===== config.mk =====
export PLATFORM = sky130hd
export DESIGN_NAME = qte_cordic_cell
export DESIGN_NICKNAME = d
export VERILOG_FILES = /design/src/hdl/qte_pkg.sv /design/src/hdl/qte_cordic_cell.sv
export SDC_FILE = /design/constraint.sdc
export NUM_CORES = 1
export LEC_CHECK = 0
export BUFFER_PORTS_ARGS = -buffer_cell sky130_fd_sc_hd__buf_2
export CAP_MARGIN = 20
export CORE_ASPECT_RATIO = 0.8
export CORE_MARGIN = 8
export CORE_UTILIZATION = 29
export CTS_BUF_LIST = sky130_fd_sc_hd__clkbuf_2 sky130_fd_sc_hd__clkbuf_4 sky130_fd_sc_hd__clkbuf_8
export CTS_CLUSTER_SIZE = 14
export DETAILED_ROUTE_END_ITERATION = 6
export HOLD_SLACK_MARGIN = 0.1
export PLACE_DENSITY_LB_ADDON = 0.12
export SLEW_MARGIN = 15
export SYNTH_ARGS = -nofsm -noshare
export SYNTH_HDL_FRONTEND = slang
export SYNTH_SLANG_ARGS = --single-unit

===== constraint.sdc =====
create_clock -name clk_i -period 8.55 [get_ports clk_i]
set_clock_uncertainty 0.1 [all_clocks]
set_input_delay 0.855 -clock clk_i [delete_from_list [all_inputs] [get_ports clk_i]]
set_output_delay 0.855 -clock clk_i [all_outputs]
set_load 0.05 [all_outputs]

===== src/hdl/qte_pkg.sv =====
// Shared constants and helpers for the quaternion to Euler angle block.
// No dependencies; used by every module under hdl.
package qte_pkg;

  localparam int CORDIC_STAGES_DEF = 16;
  localparam int ANGLE_BITS_DEF    = 16;
  localparam int ATAN_ENTRIES      = 24;

  localparam int QW    = 16;          // quaternion component width
  localparam int PRODW = 2 * QW;      // one product
  localparam int SUMW  = PRODW + 2;   // doubled sum of two products
  localparam int MAGW  = 28;          // |pitch sine| below one
  localparam int SQW   = 29;          // square root result bits
  localparam int RADW  = 57;          // radicand, up to 2^56
  localparam int CW    = SUMW + 2;    // CORDIC x/y with gain headroom
  localparam int SQ_CELLS = SQW;
  localparam int PAYW  = 5 * SUMW + 1;

  localparam logic signed [SUMW-1:0] Q_ONE = SUMW'(64'sd1 <<< 28);
  localparam logic signed [SUMW-1:0] Q_NEG = -Q_ONE;

  localparam logic [31:0] ATAN_TAB [ATAN_ENTRIES] = '{
    32'h20000000, 32'h12E4051E, 32'h09FB385B, 32'h051111D4, 32'h028B0D43,
    32'h0145D7E1, 32'h00A2F61E, 32'h00517C55, 32'h0028BE53, 32'h00145F2F,
    32'h000A2F98, 32'h000517CC, 32'h00028BE6, 32'h000145F3, 32'h0000A2FA,
    32'h0000517D, 32'h000028BE, 32'h0000145F, 32'h00000A30, 32'h00000518,
    32'h0000028C, 32'h00000146, 32'h000000A3, 32'h00000051
  };

  // atan(2^-i) rounded half up to pi = 2^(abits-1)
  function automatic logic [31:0] atan_const(input int i, input int abits);
    int s;
    s = 32 - abits;
    return (ATAN_TAB[i] + (32'd1 << (s - 1))) >> s;
  endfunction

endpackage


===== src/hdl/qte_cordic_cell.sv =====
// One vectoring CORDIC micro-rotation, registered.
// Depends on qte_pkg for widths and the arctangent constants.
module qte_cordic_cell #(
  parameter int I  = 0,
  parameter int AB = qte_pkg::ANGLE_BITS_DEF,
  parameter int ZW = qte_pkg::ANGLE_BITS_DEF + 2
) (
  input  logic                           clk_i,
  input  logic signed [qte_pkg::CW-1:0]  x_i,
  input  logic signed [qte_pkg::CW-1:0]  y_i,
  input  logic signed [ZW-1:0]           z_i,
  input  logic                           zero_i,
  output logic signed [qte_pkg::CW-1:0]  x_o,
  output logic signed [qte_pkg::CW-1:0]  y_o,
  output logic signed [ZW-1:0]           z_o,
  output logic                           zero_o
);
  localparam logic signed [ZW-1:0] ATC = ZW'(qte_pkg::atan_const(I, AB));

  logic signed [qte_pkg::CW-1:0] dx, dy, x_q, y_q;
  logic signed [ZW-1:0]          z_q;
  logic                          zero_q;

  assign dx = y_i >>> I;
  assign dy = x_i >>> I;

  always_ff @(posedge clk_i) begin
    zero_q <= zero_i;
    if (!y_i[qte_pkg::CW-1]) begin
      x_q <= x_i + dx;
      y_q <= y_i - dy;
      z_q <= z_i + ATC;
    end else begin
      x_q <= x_i - dx;
      y_q <= y_i + dy;
      z_q <= z_i - ATC;
    end
  end

  assign x_o    = x_q;
  assign y_o    = y_q;
  assign z_o    = z_q;
  assign zero_o = zero_q;
endmodule

==> flow_metrics.tcl <==
set metrics [dict create \
    vias 8414 \
    fin_setup_tns_ps 0 \
    synthFlopType "dfxtp_1" \
    fin_cells 1627 \
    power_per_cell_area_nw_per_um2 187.4 \
    layout-drive-gt1-share_pct 18.09 \
    avgViaCountPerCell 5.171 \
    gp_congestion 0.8739 \
    post-route-util_pct 33.87 \
    ys_async_sr_fraction_pct 0 \
    outcome "complete, no violations" \
    finalWirelength_um 32160 \
    cts-buffers-inserted 9 \
    syn-mean-instance-area_um2 7.661 \
    fmax_mhz 258.2 \
    cp_max_fo 13 \
    ys_types 76 \
    die_area_um2 34830 \
    worst_ep_arrival_time_ps 4110 \
    postLayoutCellArea_um2 9801 \
    cts.repair.resized 0 \
    synthesis.nets 1305 \
    fin_crit_ps 3873 \
    crit_buf_inv 2 \
    layout.nets 1448 \
    rows 56 \
    die_w_um 206.7 \
    yosys_warnings 0 \
    syn_area_um2 8434 \
    grt_pass1_wl_um 49300 \
    dpl_cell_area_um2 9587 \
    coreArea_um2 28940 \
    rsz0062_at_grt "no" \
    cts_sinks 90 \
    synth-edff-count 0 \
    worst_pin_slew_ps 827.6 \
    firstDrtPassIters 5 \
    dp_hpwl_um 26190 \
    cts_max_level 3 \
    grt_antenna_before_repair 1 \
    synth-seq-cells 90 \
    drt_iter0_markers 600 \
    required_ps 8790 \
    remaining_drc_errors 0 \
    tritoncts "built" \
    crit_slowest_cell "ha_1" \
    seqCellArea_um2 1802 \
    path_clk_slew_ps 120 \
    root_buffer "clkbuf_8" \
    crit_chain "buf_2 -> inv_1 -> ha_1 -> and2_1 -> nand3_1 -> or3_1 -> nor4_1 -> a221oi_2 -> o21ai_0 -> mux2_2 -> a211oi_1" \
    areaGrowthSynthToFinish_pct 16.20 \
    setup_ws_ps 4677 \
    grt_pass1_vias 8421 \
    num-fill-cells 3160 \
    setup_violations 0 \
    hold_violations 0 \
    crit_family "simple AND/OR/NAND/NOR gates" \
    slowest_delay_ps 570 \
    io_pins 183 \
    critPathKind "input port to register" \
    place_ws_ps 4277 \
    die_y_um 168.5 \
    irDropWorstVdd_mv 0.07938 \
    ys_seq_area_share_pct 21.36 \
    period_share_pct 45.30 \
    leakagePower_nw 4.573 \
    clk_path_buf_depth 2 \
    dp.cells 1610 \
    overflow 0 \
    power_mw 1.836 \
    ctsHoldBuffers 0 \
    routedWlPerCell_um 19.77 \
    critPathCaptureType "register" \
    crit_path_start_kind "input port" \
    grt_use_total_pct 18.11 \
    start_util_pct 29.15 \
    post_cts_buffers 0 \
    relSlewSlack_pct 44.82 \
    finalMaxSlewViolations 0 \
    syn_inst 1101 \
    hp-class "input port to register" \
    fin_hold_ws_ps 422.8 \
    multi_input_area_um2 5944 \
    drv_cap 0 \
    postRouteAntennaNets 0 \
    grt_max_degree 57 \
    numPortBuffers 182 \
]
-- cell families (layout without fill, tap and decap cells) --
family	after synthesis	count (layout)	synth area share (%)
compound gates	370	370	28.51
xor+xnor	68	68	7.061
fa+ha+maj	112	112	16.97
buf+inv	170	318	8.159
flops	90	90	21.36
mux	18	18	2.166
other cells	0	1	0
simple gates	273	273	15.77
-- per-layer routing --
metal	global-route usage [%]	wire length, um
met1	26.49	16170
met2	26.97	13390
met3	3.592	2257
met4	3.686	330
met5	0	8
-- report_power, final --
group	leakage [nW]	internal, mW	switching [mW]
clock	0.109	0.143	0.194
sequential	0.759	0.507	0.0220
combinational	3.70	0.263	0.707
-- area by class of cell --
cell class              instances  area share, %
clock buffers                   9          1.264
diodes                          1        0.02553
inverters                     118          4.519
multi-input cells             841          60.65
well taps                     377          4.813
repair buffers                184          9.447
clock inverters                 7         0.8937
flip-flops and latches         90          18.38
-- synthesized netlist by cell type, types with 11 or more instances --
master | count | area, um^2
a21o_1 | 16 | 120.1
a21oi_1 | 135 | 675.7
a31oi_1 | 14 | 87.58
and2_1 | 11 | 68.82
buf_2 | 15 | 75.07
clkbuf_1 | 22 | 82.58
dfxtp_1 | 90 | 1802
ha_1 | 108 | 1351
inv_1 | 114 | 427.9
mux2i_1 | 16 | 160.2
nand2_1 | 71 | 266.5
nand3_1 | 20 | 100.1
nand4_1 | 11 | 68.82
nor2_1 | 79 | 296.5
nor3_1 | 24 | 120.1
o21ai_0 | 62 | 310.3
o21bai_1 | 39 | 292.8
o31ai_1 | 14 | 105.1
or3_1 | 11 | 68.82
xnor2_1 | 61 | 534.3
-- cells in the final DEF (no fill, tap or decap), types with 4 or more instances in the layout --
cell type	Yosys	routed
a21o_1	16	16
o21bai_1	39	39
a211oi_1	8	8
nor2_1	79	79
nand4_1	11	11
ha_1	108	108
o21ai_0	62	62
nor3_1	24	24
buf_2	15	182
o31ai_1	14	14
xnor2_1	61	61
clkbuf_8	0	9
fa_1	4	4
inv_1	114	114
a221oi_1	4	4
a21oi_1	135	135
a31oi_1	14	14
o21ba_2	4	4
o2111ai_1	5	5
a21boi_0	5	5
a311oi_1	5	5
nor4_1	10	10
o211ai_1	7	7
nor2b_1	7	7
and3_1	5	5
nand3_1	20	20
a221o_1	6	6
or3_1	11	11
nand2_1	71	71
mux2i_1	16	16
and2_1	11	11
xor2_1	7	7
dfxtp_1	90	90
nand2b_1	9	9
o221ai_1	5	5
-- worst paths after layout --
| kind | depth (start not counted) | start | slack [ps] | end |
|---|---|---|---|---|
| max | 11 | x_i[14] | 4680 | y_o[32]$_DFF_P_ |
| min | 1 | z_i[7] | 420 | z_o[7]$_DFF_P_ |
-- sequential cells by signal (all words and copies together), names as in the netlist --
| name | flops |
|---|---|
| zero_o | 1 |
| z_o | 18 |
| x_o | 35 |
| y_o | 36 |
Note: power is estimated with default switching activity, not from simulation.
