`src/hdl/qte_pkg.sv`:
```
// Shared constants and helpers for the quaternion to Euler angle block.
// No dependencies; used by every module under hdl.
package qte_pkg;

  localparam int CORDIC_STAGES_DEF = 16;
  localparam int ANGLE_BITS_DEF    = 16;
  localparam int ATAN_ENTRIES      = 24;

  localparam int QW    = 16;          // quaternion component width
  localparam int PRODW = 2 * QW;      // one product
  localparam int SUMW  = PRODW + 2;   // doubled sum of two products
  localparam int MAGW  = 28;          // |pitch sine| below one
  localparam int SQW   = 29;          // square root result bits
  localparam int RADW  = 57;          // radicand, up to 2^56
  localparam int CW    = SUMW + 2;    // CORDIC x/y with gain headroom
  localparam int SQ_CELLS = SQW;
  localparam int PAYW  = 5 * SUMW + 1;

  localparam logic signed [SUMW-1:0] Q_ONE = SUMW'(64'sd1 <<< 28);
  localparam logic signed [SUMW-1:0] Q_NEG = -Q_ONE;

  localparam logic [31:0] ATAN_TAB [ATAN_ENTRIES] = '{
    32'h20000000, 32'h12E4051E, 32'h09FB385B, 32'h051111D4, 32'h028B0D43,
    32'h0145D7E1, 32'h00A2F61E, 32'h00517C55, 32'h0028BE53, 32'h00145F2F,
    32'h000A2F98, 32'h000517CC, 32'h00028BE6, 32'h000145F3, 32'h0000A2FA,
    32'h0000517D, 32'h000028BE, 32'h0000145F, 32'h00000A30, 32'h00000518,
    32'h0000028C, 32'h00000146, 32'h000000A3, 32'h00000051
  };

  // atan(2^-i) rounded half up to pi = 2^(abits-1)
  function automatic logic [31:0] atan_const(input int i, input int abits);
    int s;
    s = 32 - abits;
    return (ATAN_TAB[i] + (32'd1 << (s - 1))) >> s;
  endfunction

endpackage

```
`src/hdl/qte_sqrt_cell.sv`:
```
// One bit of the restoring square root chain, with a payload passed along.
// Depends on qte_pkg.
module qte_sqrt_cell #(
  parameter int K   = 0,
  parameter int PW  = 1
) (
  input  logic                      clk_i,
  input  logic [qte_pkg::RADW-1:0]  rem_i,
  input  logic [qte_pkg::SQW-1:0]   root_i,
  input  logic [PW-1:0]             pay_i,
  output logic [qte_pkg::RADW-1:0]  rem_o,
  output logic [qte_pkg::SQW-1:0]   root_o,
  output logic [PW-1:0]             pay_o
);
  localparam int TW = qte_pkg::RADW + 3;

  logic [TW-1:0]                trial, rem_x;
  logic [qte_pkg::RADW-1:0]     rem_q;
  logic [qte_pkg::SQW-1:0]      root_q;
  logic [PW-1:0]                pay_q;

  assign rem_x = TW'(rem_i);
  assign trial = (TW'(root_i) << (K + 1)) + (TW'(1) << (2 * K));

  always_ff @(posedge clk_i) begin
    pay_q <= pay_i;
    if (rem_x >= trial) begin
      rem_q  <= qte_pkg::RADW'(rem_x - trial);
      root_q <= root_i | (qte_pkg::SQW'(1) << K);
    end else begin
      rem_q  <= rem_i;
      root_q <= root_i;
    end
  end

  assign rem_o  = rem_q;
  assign root_o = root_q;
  assign pay_o  = pay_q;
endmodule

```
`config.mk`:
```
export PLATFORM = sky130hd
export DESIGN_NAME = qte_sqrt_cell
export DESIGN_NICKNAME = d
export VERILOG_FILES = /design/src/hdl/qte_pkg.sv /design/src/hdl/qte_sqrt_cell.sv
export SDC_FILE = /design/constraint.sdc
export NUM_CORES = 1
export LEC_CHECK = 0
export BUFFER_PORTS_ARGS = -buffer_cell sky130_fd_sc_hd__buf_2
export CORE_MARGIN = 10
export CORE_UTILIZATION = 45
export DETAILED_ROUTE_END_ITERATION = 8
export GPL_ROUTABILITY_DRIVEN = 0
export GPL_TIMING_DRIVEN = 0
export HOLD_SLACK_MARGIN = 0.03
export PLACE_DENSITY_LB_ADDON = 0.12
export SLEW_MARGIN = 20
export SYNTH_ARGS = -nofsm -noshare
export SYNTH_HDL_FRONTEND = slang
export SYNTH_SLANG_ARGS = --single-unit
```
`constraint.sdc`:
```
create_clock -name clk_i -period 2.4 [get_ports clk_i]
set_input_delay 0 -clock clk_i [delete_from_list [all_inputs] [get_ports clk_i]]
set_output_delay 0 -clock clk_i [all_outputs]
set_load 0.02 [all_outputs]
```
==> results_dict.tcl, run 1 <==
set metrics [dict create \
    status "finished, violations left" \
    violations "setup timing" \
    fmax_ghz 0.410 \
    min_period_over_period_pct 102 \
    dp.cells 856 \
    drc_errors 0 \
    syn-num-nets 666 \
    antenna_found_initial 0 \
    cap_viol_max_count 0 \
    slowest_delay_ns 0.54 \
    fin_crit_ns 2.44 \
    avgSynthCellArea_sq_um 8.49 \
    cp-end-kind "flip-flop" \
    yosysSeqAreaShare_pct 37.5 \
    cp_slowest_cell "or4_4" \
    hold_path.class "input port to flip-flop" \
    ys.flop_type "dfxtp_1" \
    fin_area_sq_um 7220 \
    grt_max_degree 14 \
    swShare_pct 32.2 \
    core_region_area_sq_um 10200 \
    cp_max_fo 5 \
    hold_violations 0 \
    fillers 826 \
    worstSetupStartpointType "input port" \
    io_pins 175 \
    grt_pass1_vias 4922 \
    grt_overflow 0 \
    cts_tree "built" \
    tightest_slew_ns 0.639 \
    switchingPower_mw 1.34 \
    wl_per_cell_microns 16.3 \
    ir_drop_mv 0.381 \
    num_vias 4935 \
    fin_ws_ns -0.0415 \
    drt_first_iter_violations 299 \
    clockRootBuffer "clkbuf_8" \
    htreeDepth 3 \
    hold_path_depth 4 \
    synth_seq_cells 87 \
    p_leak_nw 3.30 \
    synth.top_cell.area_share_pct 37.5 \
    ys_types 56 \
    wirelength_mm 15.7 \
    drive_above_1_share_pct 31.8 \
    antenna_cells 0 \
    crit_arrival_ns 2.74 \
    setup_tns_ns -0.0913 \
    syn_area_sq_um 4640 \
    die_w_microns 122 \
    power_frac_seq_pct 39.5 \
    area_growth_pct 55.5 \
    grtUsageTotal_pct 19.6 \
    cp_cell_sequence "buf_2, inv_2, ha_4, and4_4, nand2_4, or4_4, o31ai_4, a211oi_4, buf_4, a211o_4, buf_12, nor4_2, xor2_1" \
    rows 37 \
    dpl-instance-area_sq_um 5680 \
    setup_viol 4 \
    synth.cells.most_frequent "87 x dfxtp_1, 58 x nand2_1, 40 x inv_1" \
    total_power_mw 4.18 \
    async_flop_share_pct 0 \
    power_frac_comb_pct 32.5 \
    grt_pass1_wl_mm 23.9 \
    post_layout_nonfiller_instances 964 \
    die_h_microns 122 \
    path_class "input port to flip-flop" \
    cts_buffers 9 \
    rsz0062_at_grt "true" \
    yosysMostFrequentCell "dfxtp_1" \
    die-area_sq_um 14800 \
    numPortBuffers 173 \
    hp-start "rem_i[34]" \
    holdWs_ns 0.0375 \
    cellInternalPower_mw 2.83 \
    cp_top_family "simple AND/OR/NAND/NOR gates" \
    yosysTopAreaCell "dfxtp_1" \
    synth_edf_count 0 \
    slew_headroom_pct 57.4 \
    clk_pin_slew_ns 0.08 \
    hold-path-endpoint "rem_o[35]" \
    drv_slew 0 \
    cts_buffer_depth 2 \
    initial_core_util_pct 45.6 \
    finalNetCount 942 \
    ant_nets 0 \
    synth.area.top_cells "dfxtp_1 38%, ha_1 8.1%, xnor2_1 5.1%" \
    via_per_inst 5.12 \
    netlist_instances 547 \
    cp_num_cells 13 \
    drtPass1Iterations 4 \
    critPathBufInv 4 \
    ys_warn_count 0 \
    clock_sinks 87 \
    powerDensity_nw_per_um2 578 \
    dp_hpwl_mm 11.1 \
    power_frac_clock_pct 28.0 \
    critPathRequiredTime_ns 2.69 \
]
state kept, by name (all words and copies together), names as in the netlist:
register,count
pay_o,1
root_o,29
rem_o,57
tightest hold or removal path, stage by stage:
cell and delay [ns]:
buf_2 0.12, nor3_1 0.07, nand3_1 0.10, xnor2_1 0.06
power by group through the flow:
stage                     registers, mW  clock network (mW)  logic [mW]
after floorplan                    1.91                   0       0.494
after global placement             1.68                   0        1.11
after detailed placement           1.68                   0        1.12
after CTS                          1.65                1.18        1.26
after global routing               1.66                1.23        1.47
final                              1.65                1.17        1.36
cell families (layout without fill, tap and decap cells):
family          Yosys count  after routing  share of synthesized area [%]
simple gates            174            174                           19.6
compound gates          137            137                           18.5
flops                    87             87                           37.5
buf+inv                  62            343                           5.26
xor+xnor                 54             54                           10.2
fa+ha+maj                31             31                           8.52
mux                       2              2                          0.458
per-stage QoR:
stage	setup WS, ns	util [%]
after floorplan	0.0211	-
after global placement	-0.829	55.7
after detailed placement	-0.862	55.7
after CTS	0.00768	67.8
after global routing	-0.149	70.9
final	-0.0415	70.9
placed cells by master, fill, tap and decap left out, types with 5 or more instances in the layout:
master,n
xor2_1,27
buf_4,16
nor4_1,5
nand4_1,10
o211ai_1,6
o21ai_0,34
o21ai_1,9
nand3_1,8
a21oi_1,31
nor2_1,28
nor3_1,12
ha_1,21
nand2_1,56
xnor2_1,27
dlygate4sd3_1,89
buf_2,171
inv_1,36
clkbuf_8,11
o21bai_1,5
ha_2,5
a21o_1,20
nand2b_1,5
dfxtp_1,87
routing by layer:
layer | vias to the layer above | routed length [microns] | track usage [%]
li1 | 2479 | - | -
met1 | 2279 | 6710 | 23.8
met2 | 163 | 7670 | 33.2
met3 | 14 | 1100 | 5.18
met4 | 0 | 189 | 5.96
met5 | - | 0 | 0
repair_timing:
action,in CTS,in global routing
cloned,0,1
setup endpoints to repair,53,47
gates resized for setup,16,53
setup buffers,6,9
pin swaps,4,16
endpoints found under the hold margin,86,0
hold buffers,90,0
how the worst max path moves through the flow:
stage	from	endpoint
floorplan	root_i[5]	rem_o[54]
global placement	rem_i[4]	rem_o[20]
global route	root_i[3]	rem_o[38]
detailed placement	rem_i[4]	rem_o[22]
finish	root_i[5]	rem_o[38]
CTS	rem_i[52]	rem_o[18]
cell type report:
type / count / area (sq um) / share of cell area [%]
plain buffers: 9 / 67.6 / 0.936
repair buffers: 278 / 1910 / 26.5
inverters: 40 / 150 / 2.08
clock inverters: 3 / 65.1 / 0.901
well taps: 136 / 170 / 2.36
flip-flops and latches: 87 / 1740 / 24.1
clock buffers: 13 / 159 / 2.20
multi-input cells: 398 / 2950 / 40.9
No activity file was read; power rests on OpenSTA's default activity.
==> run 2: changes to the inputs <==
--- a/config.mk
+++ b/config.mk
@@ -6,8 +6,10 @@
 export NUM_CORES = 1
 export LEC_CHECK = 0
 export BUFFER_PORTS_ARGS = -buffer_cell sky130_fd_sc_hd__buf_2
+export CELL_PAD_IN_SITES_DETAIL_PLACEMENT = 1
+export CELL_PAD_IN_SITES_GLOBAL_PLACEMENT = 2
 export CORE_MARGIN = 10
-export CORE_UTILIZATION = 45
+export CORE_UTILIZATION = 25
 export DETAILED_ROUTE_END_ITERATION = 8
 export GPL_ROUTABILITY_DRIVEN = 0
 export GPL_TIMING_DRIVEN = 0
==> constraint.sdc (replaced) <==
create_clock -name clk_i -period 2.4 [get_ports clk_i]
set_input_delay 0.48 -clock clk_i [delete_from_list [all_inputs] [get_ports clk_i]]
set_output_delay 0.48 -clock clk_i [all_outputs]
set_load 0.02 [all_outputs]
==> run 2 against run 1 <==
The run still ends with setup timing left. Global-route usage is 4.0 points lower. First-iteration DRC count is 37% lower. Setup slack worse by 0.21 ns. Cell area is 19% higher. Sequential share of layout area is 3.9 points lower. Highest routed layer unchanged. Hold slack better by 0.19 ns. Wire length is 27% higher. Clock power is 27% higher. Via count is 1.2% higher. Critical path depth stayed put.
==> results_dict.tcl, run 2 (synthesis gave the netlist of run 1 again) <==
set metrics [dict create \
    status "finished, violations left" \
    violations "setup timing" \
    largest_reg_flops 57 \
    cts_buffer_depth 2 \
    drive_above_1_share_pct 60.3 \
    core_region_area_sq_um 18100 \
    fin_area_sq_um 8600 \
    antenna_cells 0 \
    path_class "input port to flip-flop" \
    rows 49 \
    clock_sinks 87 \
    hold_path.class "input port to flip-flop" \
    crit_arrival_ns 2.89 \
    fmax_ghz 0.377 \
    p_leak_nw 3.79 \
    grt_pass1_vias 5438 \
    worstSetupStartpointType "input port" \
    holdWs_ns 0.225 \
    area_growth_pct 85.4 \
    antenna_found_initial 0 \
    clockRootBuffer "clkbuf_16" \
    fin_ws_ns -0.249 \
    die_h_microns 156 \
    ir_drop_mv 0.351 \
    numPortBuffers 173 \
    cap_viol_max_count 0 \
    busiest_layer "met2" \
    cp-end-kind "flip-flop" \
    dp_hpwl_mm 14.2 \
    cp_cell_sequence "buf_12, inv_4, fa_2, nor2b_2, o211ai_1, a21oi_2, o2111ai_4, a2111oi_4, a211o_4, buf_4, buf_12, nor4_4, xor2_1" \
    dpl-instance-area_sq_um 6250 \
    via_per_inst 4.76 \
    hold_buffers 0 \
    initial_core_util_pct 25.7 \
    cts_tree "built" \
    min_period_over_period_pct 110 \
    critPathBufInv 4 \
    slowest_delay_ns 0.42 \
    wirelength_mm 19.9 \
    num_vias 4994 \
    grtUsageMet1_pct 18.5 \
    die-area_sq_um 24400 \
    ant_nets 0 \
    total_power_mw 4.87 \
    final_util_pct 47.6 \
    cts_buffers 9 \
    critPathRequiredTime_ns 2.64 \
    finalNetCount 935 \
    post_layout_nonfiller_instances 1050 \
    grt_pass1_wl_mm 30.1 \
    die_w_microns 156 \
    cp_slowest_cell "a2111oi_4" \
    drv_slew 0 \
    powerDensity_nw_per_um2 566 \
    met3_usage_pct 4.22 \
    tightest_slew_ns 0.560 \
    cp_top_family "compound AO/OA/AOI/OAI gates" \
    seq_area_sq_um 1740 \
    fillers 2040 \
    setup_viol 58 \
    wl_per_cell_microns 19.0 \
    dp.cells 949 \
    hold_violations 0 \
    slew_headroom_pct 62.3 \
    drc_errors 0 \
    grtUsageMet2_pct 26.6 \
    cp_max_fo 5 \
    place_ws_ns -1.09 \
    htreeDepth 3 \
    setup_tns_ns -7.45 \
    drtPass1Iterations 4 \
    grt_max_degree 16 \
    rsz0062_at_grt "true" \
    drt_first_iter_violations 187 \
    final_common_cell "buf_2" \
    io_pins 175 \
    grt_overflow 0 \
    grtUsageTotal_pct 15.6 \
    multi_input_area_sq_um 4000 \
    layout_common_cells "155 x buf_2, 87 x dfxtp_1, 65 x buf_4" \
    clk_pin_slew_ns 0.07 \
    fin_crit_ns 2.65 \
    cp_common_cell "buf_12" \
]
==> run 2: what timing repair did <==
item,CTS,global route
gates resized for setup,191,138
endpoints found under the setup margin,58,58
buffers inserted,48,48
pin swaps,81,67
gates cloned,5,1
==> run 2: metal layers <==
| metal | wire length (microns) | share of wire (%) |
|---|---|---|
| met1 | 8610 | 43 |
| met2 | 9850 | 49 |
| met4 | 281 | 1.4 |
| met3 | 1170 | 5.9 |
| met5 | 0 | 0 |
==> run 2: layout make-up <==
type | instances | area share (%)
repair buffers | 265 | 21.5
multi-input cells | 398 | 46.5
plain buffers | 15 | 2.63
clock buffers | 10 | 2.78
flip-flops and latches | 87 | 20.2
well taps | 229 | 3.33
inverters | 40 | 2.18
clock inverters | 6 | 0.800
==> run 2: where the power goes <==
group          total [mW]  internal [mW]  switching (mW)
clock network        1.49          0.842           0.643
logic                1.73          0.768           0.963
registers            1.65           1.61          0.0396
==> run 2: final timing paths <==
kind                    from         end  slack, ns  cells after the start
hold / removal    root_i[12]  root_o[12]       0.22                      1
setup / recovery    rem_i[0]   rem_o[38]      -0.25                     13
